===== config.mk =====
export PLATFORM = sky130hd
export DESIGN_NAME = record_string_hash_combiner
export DESIGN_NICKNAME = d
export VERILOG_FILES = /design/src/rtl/rshc_pkg.sv /design/src/rtl/record_string_hash_combiner.sv /design/src/rtl/rshc_side.sv /design/src/rtl/rshc_step.sv
export VERILOG_INCLUDE_DIRS = /design/src /design/src/rtl
export SDC_FILE = /design/constraint.sdc
export NUM_CORES = 1
export LEC_CHECK = 0
export BUFFER_PORTS_ARGS = -buffer_cell sky130_fd_sc_hd__buf_2
export CORE_MARGIN = 2
export CORE_UTILIZATION = 50
export CTS_CLUSTER_DIAMETER = 50
export DETAILED_ROUTE_END_ITERATION = 8
export GPL_ROUTABILITY_DRIVEN = 0
export GPL_TIMING_DRIVEN = 0
export PLACE_DENSITY = 0.7
export SETUP_SLACK_MARGIN = 0.2
export SLEW_MARGIN = 20
export SYNTH_ARGS = -nofsm -noshare
export SYNTH_HDL_FRONTEND = slang
export SYNTH_SLANG_ARGS = --single-unit

===== constraint.sdc =====
create_clock -name clock -period 4.9 [get_ports clock]
set_clock_uncertainty 0.15 [all_clocks]
set_input_delay 0.49 -clock clock [delete_from_list [all_inputs] [get_ports clock]]
set_output_delay 0.49 -clock clock [all_outputs]
set_load 0.01 [all_outputs]

===== src/rtl/record_string_hash_combiner_assert.svh =====
// ---------------------------------------------------------------------------
// Record string hash combiner assertion macros
// Concurrent assertion wrappers; they compile to nothing under SYNTHESIS.
// ---------------------------------------------------------------------------
`ifndef RECORD_STRING_HASH_COMBINER_ASSERT_SVH
`define RECORD_STRING_HASH_COMBINER_ASSERT_SVH

`ifndef SYNTHESIS

// Condition must hold at every clock edge outside reset.
`define RSHC_ASSERT_ALWAYS(label, clk, rst, cond) \
   label: assert property (@(posedge clk) disable iff (rst) (cond)) \
      else $error("assertion failed");

// Consequent must hold in the cycle after the antecedent.
`define RSHC_ASSERT_NEXT(label, clk, rst, ante, cons) \
   label: assert property (@(posedge clk) disable iff (rst) (ante) |=> (cons)) \
      else $error("assertion failed");

`else

`define RSHC_ASSERT_ALWAYS(label, clk, rst, cond)
`define RSHC_ASSERT_NEXT(label, clk, rst, ante, cons)

`endif

`endif


===== src/rtl/rshc_pkg.sv =====
`timescale 1ns / 1ps
// ---------------------------------------------------------------------------
// rshc_pkg
// Shared types and constants for the record string hash combiner.
// ---------------------------------------------------------------------------
package rshc_pkg;

   localparam int unsigned WC_W    = 10;
   localparam int unsigned BYTES_W = WC_W + 2;

   localparam logic [31:0] MAX_WORDS = 32'd1023;

   localparam logic        FUNC_HEADER = 1'b0;
   localparam logic        FUNC_BYTE   = 1'b1;

   localparam logic [31:0] HASH_SEED = 32'd5381;

   localparam logic [15:0] FLAG_FIELD_A = 16'h0002;
   localparam logic [15:0] FLAG_FIELD_B = 16'h0004;
   localparam logic [15:0] FLAG_FIELD_C = 16'h0008;
   localparam logic [15:0] FLAG_FIELD_D = 16'h0010;
   localparam logic [15:0] FLAG_FIELD_E = 16'h0020;
   localparam logic [15:0] FLAG_STRING  = 16'h0040;
   localparam logic [15:0] FLAG_MIX_EN  = 16'h0100;
   localparam logic [15:0] FLAG_MIX_SRC = 16'h8000;

   localparam logic [31:0] MIX_MASK_HI  = 32'h6000_0000;
   localparam logic [31:0] MIX_MASK_MID = 32'h0030_0000;

   typedef struct packed {
      logic [31:0]        running_hash;
      logic [BYTES_W-1:0] bytes_left;
      logic [31:0]        side_term;
      logic               record_open;
   } state_type;

   typedef struct packed {
      logic        emit;
      logic [31:0] hash;
   } result_type;

endpackage


===== src/rtl/record_string_hash_combiner.sv =====
`timescale 1ns / 1ps
// ---------------------------------------------------------------------------
// record_string_hash_combiner
// Combines an sdbm-style (x65599) string hash with header field terms.
// ---------------------------------------------------------------------------
//
//   Channel | Direction | Handshake            | Payload
//   --------+-----------+----------------------+-----------------------------
//   req     | in        | req_valid/req_stall  | func, flags, fields, byte
//   rsp     | out       | rsp_valid/rsp_stall  | hash
//
// A new transaction on req can be accepted in every cycle, limited only by
// the single result register. A result is registered and appears on rsp
// in the cycle after the transaction that completes it.
// Reset is synchronous and active high; it closes any open record.
// req_stall is raised only while a result waits in the output register and
// rsp_stall holds it there.
//
// A header transaction computes the side term from the flag word and fields.
// When string hashing is enabled and words are due, the following byte
// transactions fold into the running hash, one per cycle unless req_stall
// holds them, and the last one produces the result. Otherwise the header
// produces its result directly. A header always discards any record still
// open. Byte transactions with no open record are dropped.
// ---------------------------------------------------------------------------
`include "record_string_hash_combiner_assert.svh"

module record_string_hash_combiner (
   input  logic                        clock,
   input  logic                        reset,
   input  logic                        req_valid,
   output logic                        req_stall,
   input  logic                        req_func,
   input  logic [15:0]                 req_flags,
   input  logic                        req_has_string,
   input  logic [rshc_pkg::WC_W-1:0]   req_word_count,
   input  logic [15:0]                 req_field_a,
   input  logic signed [15:0]          req_field_b,
   input  logic signed [15:0]          req_field_c,
   input  logic [15:0]                 req_field_d,
   input  logic [15:0]                 req_field_e,
   input  logic [7:0]                  req_data_byte,
   output logic                        rsp_valid,
   input  logic                        rsp_stall,
   output logic [31:0]                 rsp_hash
);

   rshc_pkg::state_type  state_ff;
   rshc_pkg::state_type  state_in;
   rshc_pkg::result_type step_res;
   logic [31:0]          side_term;
   logic                 rsp_valid_ff;
   logic                 rsp_valid_in;
   logic [31:0]          rsp_hash_ff;
   logic [31:0]          rsp_hash_in;
   logic                 req_accept;
   logic                 hdr_accept;
   logic                 stray_accept;

   // The input side waits only while a result is held by the consumer.
   assign req_stall  = rsp_valid_ff && rsp_stall;
   assign req_accept = req_valid && !req_stall;

   // Accepted headers, and accepted bytes that arrive with no record open.
   assign hdr_accept   = req_accept && (req_func == rshc_pkg::FUNC_HEADER);
   assign stray_accept = req_accept && (req_func == rshc_pkg::FUNC_BYTE)
                       && !state_ff.record_open;

   rshc_side u_side (
      .flags     (req_flags),
      .field_a   (req_field_a),
      .field_b   (req_field_b),
      .field_c   (req_field_c),
      .field_d   (req_field_d),
      .field_e   (req_field_e),
      .side_term (side_term)
   );

   rshc_step u_step (
      .cur        (state_ff),
      .func       (req_func),
      .flags      (req_flags),
      .has_string (req_has_string),
      .word_count (req_word_count),
      .data_byte  (req_data_byte),
      .side_term  (side_term),
      .nxt        (state_in),
      .res        (step_res)
   );

   // The result register loads whenever a transaction completes a record;
   // acceptance guarantees that it is empty or being emptied this cycle.
   always_comb begin
      rsp_valid_in = rsp_valid_ff && rsp_stall;
      rsp_hash_in  = rsp_hash_ff;
      if (req_accept && step_res.emit) begin
         rsp_valid_in = 1'b1;
         rsp_hash_in  = step_res.hash;
      end
   end

   always_ff @(posedge clock) begin
      if (reset) begin
         state_ff     <= '0;
         rsp_valid_ff <= 1'b0;
      end else begin
         if (req_accept) begin
            state_ff <= state_in;
         end
         rsp_valid_ff <= rsp_valid_in;
      end
   end

   always_ff @(posedge clock) begin
      rsp_hash_ff <= rsp_hash_in;
   end

   assign rsp_valid = rsp_valid_ff;
   assign rsp_hash  = rsp_hash_ff;

   // An open record always has bytes still due, and a closed one has none.
   `RSHC_ASSERT_ALWAYS(a_open_bytes, clock, reset, state_ff.record_open == |state_ff.bytes_left)
   // The input side is held only while a result is waiting.
   `RSHC_ASSERT_ALWAYS(a_stall_only_when_full, clock, reset, !req_stall || rsp_valid)
   // A byte with no open record never produces a result.
   `RSHC_ASSERT_NEXT(a_stray_byte_silent, clock, reset, stray_accept, !rsp_valid)
   // A header always loads its side term into the record state.
   `RSHC_ASSERT_NEXT(a_hdr_side, clock, reset, hdr_accept, state_ff.side_term == $past(side_term))

endmodule


===== src/rtl/rshc_side.sv =====
`timescale 1ns / 1ps
// ---------------------------------------------------------------------------
// rshc_side
// Builds the side term of a header: gated field contributions and flag mix.
// ---------------------------------------------------------------------------
module rshc_side (
   input  logic [15:0]        flags,
   input  logic [15:0]        field_a,
   input  logic signed [15:0] field_b,
   input  logic signed [15:0] field_c,
   input  logic [15:0]        field_d,
   input  logic [15:0]        field_e,
   output logic [31:0]        side_term
);

   logic [31:0] f32;
   logic [31:0] acc;
   logic [31:0] mix;
   logic        mix_bit;

   always_comb begin
      f32 = {16'h0000, flags};
      acc = 32'h0;
      if ((flags & rshc_pkg::FLAG_FIELD_A) != 16'h0) begin
         acc = acc ^ f32 ^ f32 ^ {16'h0000, field_a};
      end
      if ((flags & rshc_pkg::FLAG_FIELD_B) != 16'h0) begin
         acc = acc ^ ({{16{field_b[15]}}, field_b} << 8);
      end
      if ((flags & rshc_pkg::FLAG_FIELD_C) != 16'h0) begin
         acc = acc ^ ({{16{field_c[15]}}, field_c} << 12);
      end
      if ((flags & rshc_pkg::FLAG_FIELD_D) != 16'h0) begin
         acc = acc ^ ({16'h0000, field_d} << 16);
      end
      if ((flags & rshc_pkg::FLAG_FIELD_E) != 16'h0) begin
         acc = acc ^ ({16'h0000, field_e} << 18);
      end
      mix_bit = ((flags & rshc_pkg::FLAG_MIX_EN) != 16'h0) &&
                ((flags & rshc_pkg::FLAG_MIX_SRC) != 16'h0);
      // Rotations of the zero-extended flag word by 24, 9 and 31.
      mix = ({f32[7:0], f32[31:8]} & rshc_pkg::MIX_MASK_HI)
          | {f32[22:0], f32[31:23]}
          | {31'h0, mix_bit};
      mix = mix ^ ({f32[0], f32[31:1]} & rshc_pkg::MIX_MASK_MID);
      side_term = acc ^ mix;
   end

endmodule


===== src/rtl/rshc_step.sv =====
`timescale 1ns / 1ps
// ---------------------------------------------------------------------------
// rshc_step
// Next-state and result logic for one accepted header or string byte.
// ---------------------------------------------------------------------------
module rshc_step (
   input  rshc_pkg::state_type              cur,
   input  logic                             func,
   input  logic [15:0]                      flags,
   input  logic                             has_string,
   input  logic [rshc_pkg::WC_W-1:0]        word_count,
   input  logic [7:0]                       data_byte,
   input  logic [31:0]                      side_term,
   output rshc_pkg::state_type              nxt,
   output rshc_pkg::result_type             res
);

   logic [rshc_pkg::WC_W-1:0]    sat_words;
   logic [31:0]                  mult_hash;
   logic [rshc_pkg::BYTES_W-1:0] dec_left;

   always_comb begin
      if ({22'h0, word_count} > rshc_pkg::MAX_WORDS) begin
         sat_words = rshc_pkg::MAX_WORDS[rshc_pkg::WC_W-1:0];
      end else begin
         sat_words = word_count;
      end
      // h * 65599 = (h << 16) + (h << 6) - h
      mult_hash = (cur.running_hash << 16) + (cur.running_hash << 6)
                - cur.running_hash + {24'h0, data_byte};
      dec_left  = cur.bytes_left - rshc_pkg::BYTES_W'(1);

      nxt = cur;
      res = '0;
      if (func == rshc_pkg::FUNC_HEADER) begin
         nxt.record_open  = 1'b0;
         nxt.bytes_left   = '0;
         nxt.running_hash = 32'h0;
         nxt.side_term    = side_term;
         if (((flags & rshc_pkg::FLAG_STRING) != 16'h0) && has_string) begin
            nxt.running_hash = rshc_pkg::HASH_SEED;
            if (sat_words == '0) begin
               res.emit = 1'b1;
               res.hash = rshc_pkg::HASH_SEED ^ side_term;
            end else begin
               nxt.bytes_left  = {sat_words, 2'b00};
               nxt.record_open = 1'b1;
            end
         end else begin
            res.emit = 1'b1;
            res.hash = side_term;
         end
      end else if (cur.record_open) begin
         nxt.running_hash = mult_hash;
         nxt.bytes_left   = dec_left;
         if (dec_left == '0) begin
            nxt.record_open = 1'b0;
            res.emit        = 1'b1;
            res.hash        = mult_hash ^ cur.side_term;
         end
      end
   end

endmodule

After elaboration in Yosys (flattened, before gate mapping)
Index checks and enable logic that the tools add are counted.

word-level totals
  bits in registers = 110
  latch bits = 0
  RAM bits = 0
  ROM bits = 0
  bits of input ports = 120
  output and inout bits = 34
  logic and storage cells = 53
  memories = 0

operators by class
  add/subtract/negate cells = 4
  multipliers = 0
  div/mod/pow operators = 0
  magnitude comparators = 0
  equal/unequal tests = 1
  shift-type cells = 0
  mux-type cells = 20
  bitwise operators = 12
  reduce and logical (&&, ||, !) cells = 10

operators by type and width
  kind                                                                  count
  32-bit bitwise XOR                                                    6
  33-bit two-way mux                                                    5
  32-bit two-way mux                                                    5
  44-bit two-way mux                                                    2
  32-bit adder                                                          1
  32-bit by 8-bit adder with 32-bit output                              1
  32-bit subtractor                                                     1
  32-bit by 16-bit bitwise XOR with 32-bit output                       1
  31-bit by 1-bit bitwise OR with 31-bit output                         1
  31-bit by 25-bit bitwise OR with 31-bit output                        1
  25-bit two-way mux                                                    1
  16-bit bitwise XOR                                                    1
  12-bit logical NOT                                                    1
  12-bit two-way mux                                                    1
  12-bit by 1-bit subtractor with 12-bit output, second input constant  1
  10-bit logical NOT                                                    1
  1-bit two-way mux                                                     6
  1-bit logical AND                                                     5
  5-bit inverter                                                        1
  2-bit AND reduction                                                   2
  2-bit by 1-bit != test with 1-bit output, second input constant       1
  1-bit logical NOT                                                     1
  1-bit inverter                                                        1

Depth between registers and ports, before layout
  depth in word-level cells = 18
  mapped depth = 13
  mapped depth without buffers = 13

Cells and area by module
From an unflattened synthesis, not the netlist that was laid out.

second synthesis, totals
  cell total of the unflattened synthesis = 1157
  area total of the unflattened synthesis = 10023.4 sq um

by module, submodules not included
  module                       instances  cells each  area an instance (sq um)  seq. area each (sq um)
  rshc_step                    1          636         4506.8                    0.0
  record_string_hash_combiner  1          373         4453.0                    2522.4
  rshc_side                    1          148         1063.5                    0.0

Worst setup path before layout
OpenSTA, ideal clock, no wires.

  kind = flip-flop to flip-flop
  start point = reg state_ff[33] (netlist name)
  end point = reg rsp_hash_ff[0], in the netlist rsp_hash[0], enable pin
  library setup time = 392 ps
  arrival = 2947 ps
  data required time = 4358 ps
  path slack = 1411 ps
  stages on the path, launching flop included = 11
  path buffers = 2
  clock period less this slack = 3489 ps
  path through = dfxtp_1 buf_6 inv_1 ha_1 or3b_1 clkbuf_1 nor3_1 nor4_1 o21ai_0 o31ai_1 and3_1

between the ends
  word-level cells in the longest chain between the ends = 6

RTL lines
  what                                           RTL line                            source
  start, declared                                record_string_hash_combiner.sv:48   rshc_pkg::state_type state_ff;
  start signal, assigned                         record_string_hash_combiner.sv:108  state_ff <= state_in;
  12-bit by 1-bit subtractor with 12-bit output  rshc_step.sv:31                     dec_left = cur.bytes_left - rshc_pkg::BYTES_W'(1);
  12-bit logical NOT                             rshc_step.sv:56                     if (dec_left == '0) begin
  33-bit two-way mux                             rshc_step.sv:56
  33-bit two-way mux                             rshc_step.sv:53                     end else if (cur.record_open) begin
  33-bit two-way mux                             rshc_step.sv:35                     if (func == rshc_pkg::FUNC_HEADER) begin
  1-bit logical AND                              record_string_hash_combiner.sv:96   if (req_accept && step_res.emit) begin
  end signal, assigned                           record_string_hash_combiner.sv:115  rsp_hash_ff <= rsp_hash_in;
  end, declared                                  record_string_hash_combiner.sv:54   logic [31:0] rsp_hash_ff;

Every way passes these cells.
A chain may end at the register's enable or synchronous reset.

==> results by group <==
Setup path
  • CP Buf/Inv Count: 2
  • CP max-delay cell: a2111oi_1
  • Setup CP Type: reg -> reg
  • Crit path max-delay family: compound AO/OA/AOI/OAI gates
  • Startpoint types: flip-flop
  • Most frequent cell on the critical path: ha_1
  • Data arrival, critical path: 4.15 ns
  • CP Data Required Time: 4.84 ns
  • CP max stage delay: approximately 0.75 ns
  • Chain of cells forming the critical path: inv_1 -> ha_1 -> ha_1 -> clkbuf_1 -> and4_1 -> and4b_1 -> a2111oi_1 -> a31oi_1 -> mux2i_1 -> a211oi_1 -> or3b_1
  • R2R Setup Slk: about 0.69 ns
  • Setup crit end kind: flip-flop
  • Max FO, Critical Path: 8

Clocking
  • CTS tree: yes
  • Post-CTS Setup Bufs: 0
  • Cts bufs inserted: 9
  • Worst-Skew Late Latency: around 0.36 ns
  • Clock Path Buffers: 2
  • CTS root buf: clkbuf_16
  • Hold-fix buffers at CTS: 0
  • Sink Count: 110
  • CTS clock-pin slew for the worst setup and hold paths: approximately 0.080 ns
  • Resize count post-CTS: 0
  • H-tree levels: 3

Die
  • FP Rows: 48
  • Core area: approximately 17000 um^2
  • Die height: between 100 and 150 um
  • Die area: between 15000 and 20000 um^2
  • I/O pins: 154
  • Die X: 136.5 um
  • Starting density of the core: approximately half

STA
  • Slew Viols, Final: 0
  • RSZ-0062 raised after global routing: no
  • Worst Max-Slew Pin Slew: slightly below 0.9 ns
  • Setup_tns: 0 ns
  • Finish-stage setup viols: 0
  • Achievable Freq: 0.2377 GHz
  • Final worst path period share: 85.84%
  • Final hold vios: 0
  • Final worst path period need: 4.206 ns
  • Max_slew headroom: between 40% and 50%

Global routing
  • Initial antenna violation count: 0
  • First-pass GRT wire length: between 40 and 50 mm
  • Vias in the first global route: approximately 8000
  • All-Layer GR Usage: a little under a third
  • Gr ovfl total: 0
  • Largest net degree at the start of global routing: 26

Route
  • Initial DRT Pass Iterations: 6
  • Via count: 8661
  • Routed WL per cell: between 15 and 20 um
  • Initial DRC count: about 770
  • Vias per Instance: 5.817
  • DRC errors left: 0
  • Antenna Nets Post-Route: 0
  • Detailed Route WL: between 20 and 30 mm

Synth
  • Library cells used by synthesis: 75
  • Synth Area in Compound Gates: 19.42%
  • Number of synthesized flops with an enable pin: 32
  • Seq cells post-synth: 110
  • Yosys Warn Count: 0
  • Mapped Area: around 9000 um^2
  • Post-synthesis mux area share: 0.2280%
  • Largest family of logic cells by synthesized area: simple AND/OR/NAND/NOR gates
  • Post-synthesis adder-cell area fraction: 10.66%
  • Post-synthesis xor/xnor area fraction: between 10% and 20%
  • Gate Count Post-Synth: 1099
  • Ys async rst share: 0%
  • Primary FF master, synth: dfxtp_1
  • Average size of a mapped cell: 7.989 um^2
  • Simple-gate share of the synthesized area: 21.69%
  • Sequential-to-total area share from yosys stat: 28.73%
  • Syn_nets: about 1300

Pwr
  • LEAKAGE: between 0.004 and 0.005 uW
  • Clk network pwr share: between 20% and 30%
  • Power share of the combinational group: about two fifths
  • Seq pwr share: a little over a third
  • Net Switching: 1110 uW
  • Worst vdd ir: approximately 0.17 mV
  • Sw Share: between 30% and 40%
  • Pwr/cell area: about 290 nW/um^2
  • Int Pwr: 1787 uW

Finish
  • Final net count: 1443
  • Number of fill cells: around 1600
  • Area occupied by multi-input gates: 5720 um^2
  • Diode count: 0
  • FF/Latch Area: 2522 um^2
  • Area Growth Syn to Fin: 15.26%
  • Final core utilization: between 50% and 60%
  • Share of cells above drive strength 1: around 15%

Placed design
  • Post-DP HPWL: 22.37 mm
  • Port bufs: 148

Status
  • Status: complete, no violations

Flow run
  • Number of max-cap violations: 0

Min path
  • HP Class: in -> reg
## tightest hold or removal path: stages
cell     delay, ns
buf_2         0.11
nand3_1       0.07
a21oi_1       0.05
## sequential cells by signal (all words and copies together) (netlist names)
register   cells
state_ff      77
rsp_hash      32
rsp_valid      1
## layout make-up
class	instances	share of cell area (%)
repair buffers	149	7.517
clock inverters	7	0.6429
multi-input cells	849	56.53
clock buffers	9	2.226
flip-flops and latches	110	24.93
inverters	79	2.930
well taps	225	2.782
plain buffers	61	2.448
## final timing paths
path | from | to | depth (start not counted)
worst max-delay path | state_ff[57] | rsp_hash[23] | 11
worst min-delay path | req_field_a[7] | state_ff[8] | 3
worst max register to register | state_ff[57] | rsp_hash[23] | 11
worst min register to register | state_ff[61] | state_ff[61] | 2
## cell families after synthesis
family | count (synthesis)
compound gates | 251
xor+xnor | 123
fa+ha+maj | 64
buf+inv | 140
flops | 110
mux | 2
simple gates | 409
## synth_stat cells (5+ instances only)
master	count	share of area, %
nor2_1	103	4.4
o21ai_0	41	2.3
nor4_1	8	0.57
nand3_1	38	2.2
and3_1	10	0.71
o22ai_1	6	0.43
or3_1	14	1.0
a21oi_1	58	3.3
xor2_1	46	4.6
nand2_1	148	6.3
nand4_1	10	0.71
dfxtp_1	78	18
a31oi_1	13	0.93
xnor2_1	72	7.2
nor2b_1	5	0.36
clkbuf_1	56	2.4
a211oi_1	21	1.8
o31ai_1	5	0.43
a21o_1	19	1.6
o21a_1	6	0.51
and2_1	9	0.64
nor3_1	32	1.8
o21ai_1	6	0.34
o211ai_1	6	0.51
nand2b_1	5	0.36
ha_1	46	6.6
a22oi_1	17	1.5
edfxtp_1	32	11
fa_1	18	4.1
a221oi_1	5	0.50
inv_1	78	3.3
## stage by stage
stage          std cells  worst slack (ns)  area (um^2)  power [uW]  hold WS (ns)
2_1_floorplan       1099             1.411         8780        1810        0.2863
3_3_place_gp        1472            0.6278         9802        2135        0.2929
3_5_place_dp        1473            0.6155         9823        2148        0.2993
4_1_cts             1489            0.7786        10110        2873        0.2507
5_1_grt             1489            0.4276        10120        3031        0.2567
6_report            1489            0.6936        10120        2896        0.2541
## cell usage in the layout, fill, tap and decap left out, types with 46 or more instances in the layout
cell type,instances
a21oi_1,58
buf_2,151
clkbuf_1,56
dfxtp_1,78
ha_1,46
inv_1,78
nand2_1,148
nor2_1,103
xnor2_1,72
xor2_1,46
## power groups by stage
stage / clock network (uW) / registers [uW] / logic [uW]
final: 732 / 1020 / 1150
after detailed placement: 0 / 1030 / 1110
after global placement: 0 / 1030 / 1100
after CTS: 737 / 1010 / 1120
after global routing: 762 / 1020 / 1250
after floorplan: 0 / 1040 / 773
## layer usage
metal  GRT usage, %  vias to the layer above  routed length (um)  share of wire, %
li1               -                     4163                   -                 -
met1          40.44                     4042               11830                43
met2          48.83                      394               12940                47
met3          4.148                       62                2043               7.3
met4          12.85                        0                 999               3.6
met5              0                        -                   0                 0
No activity file was read; power rests on OpenSTA's default activity.
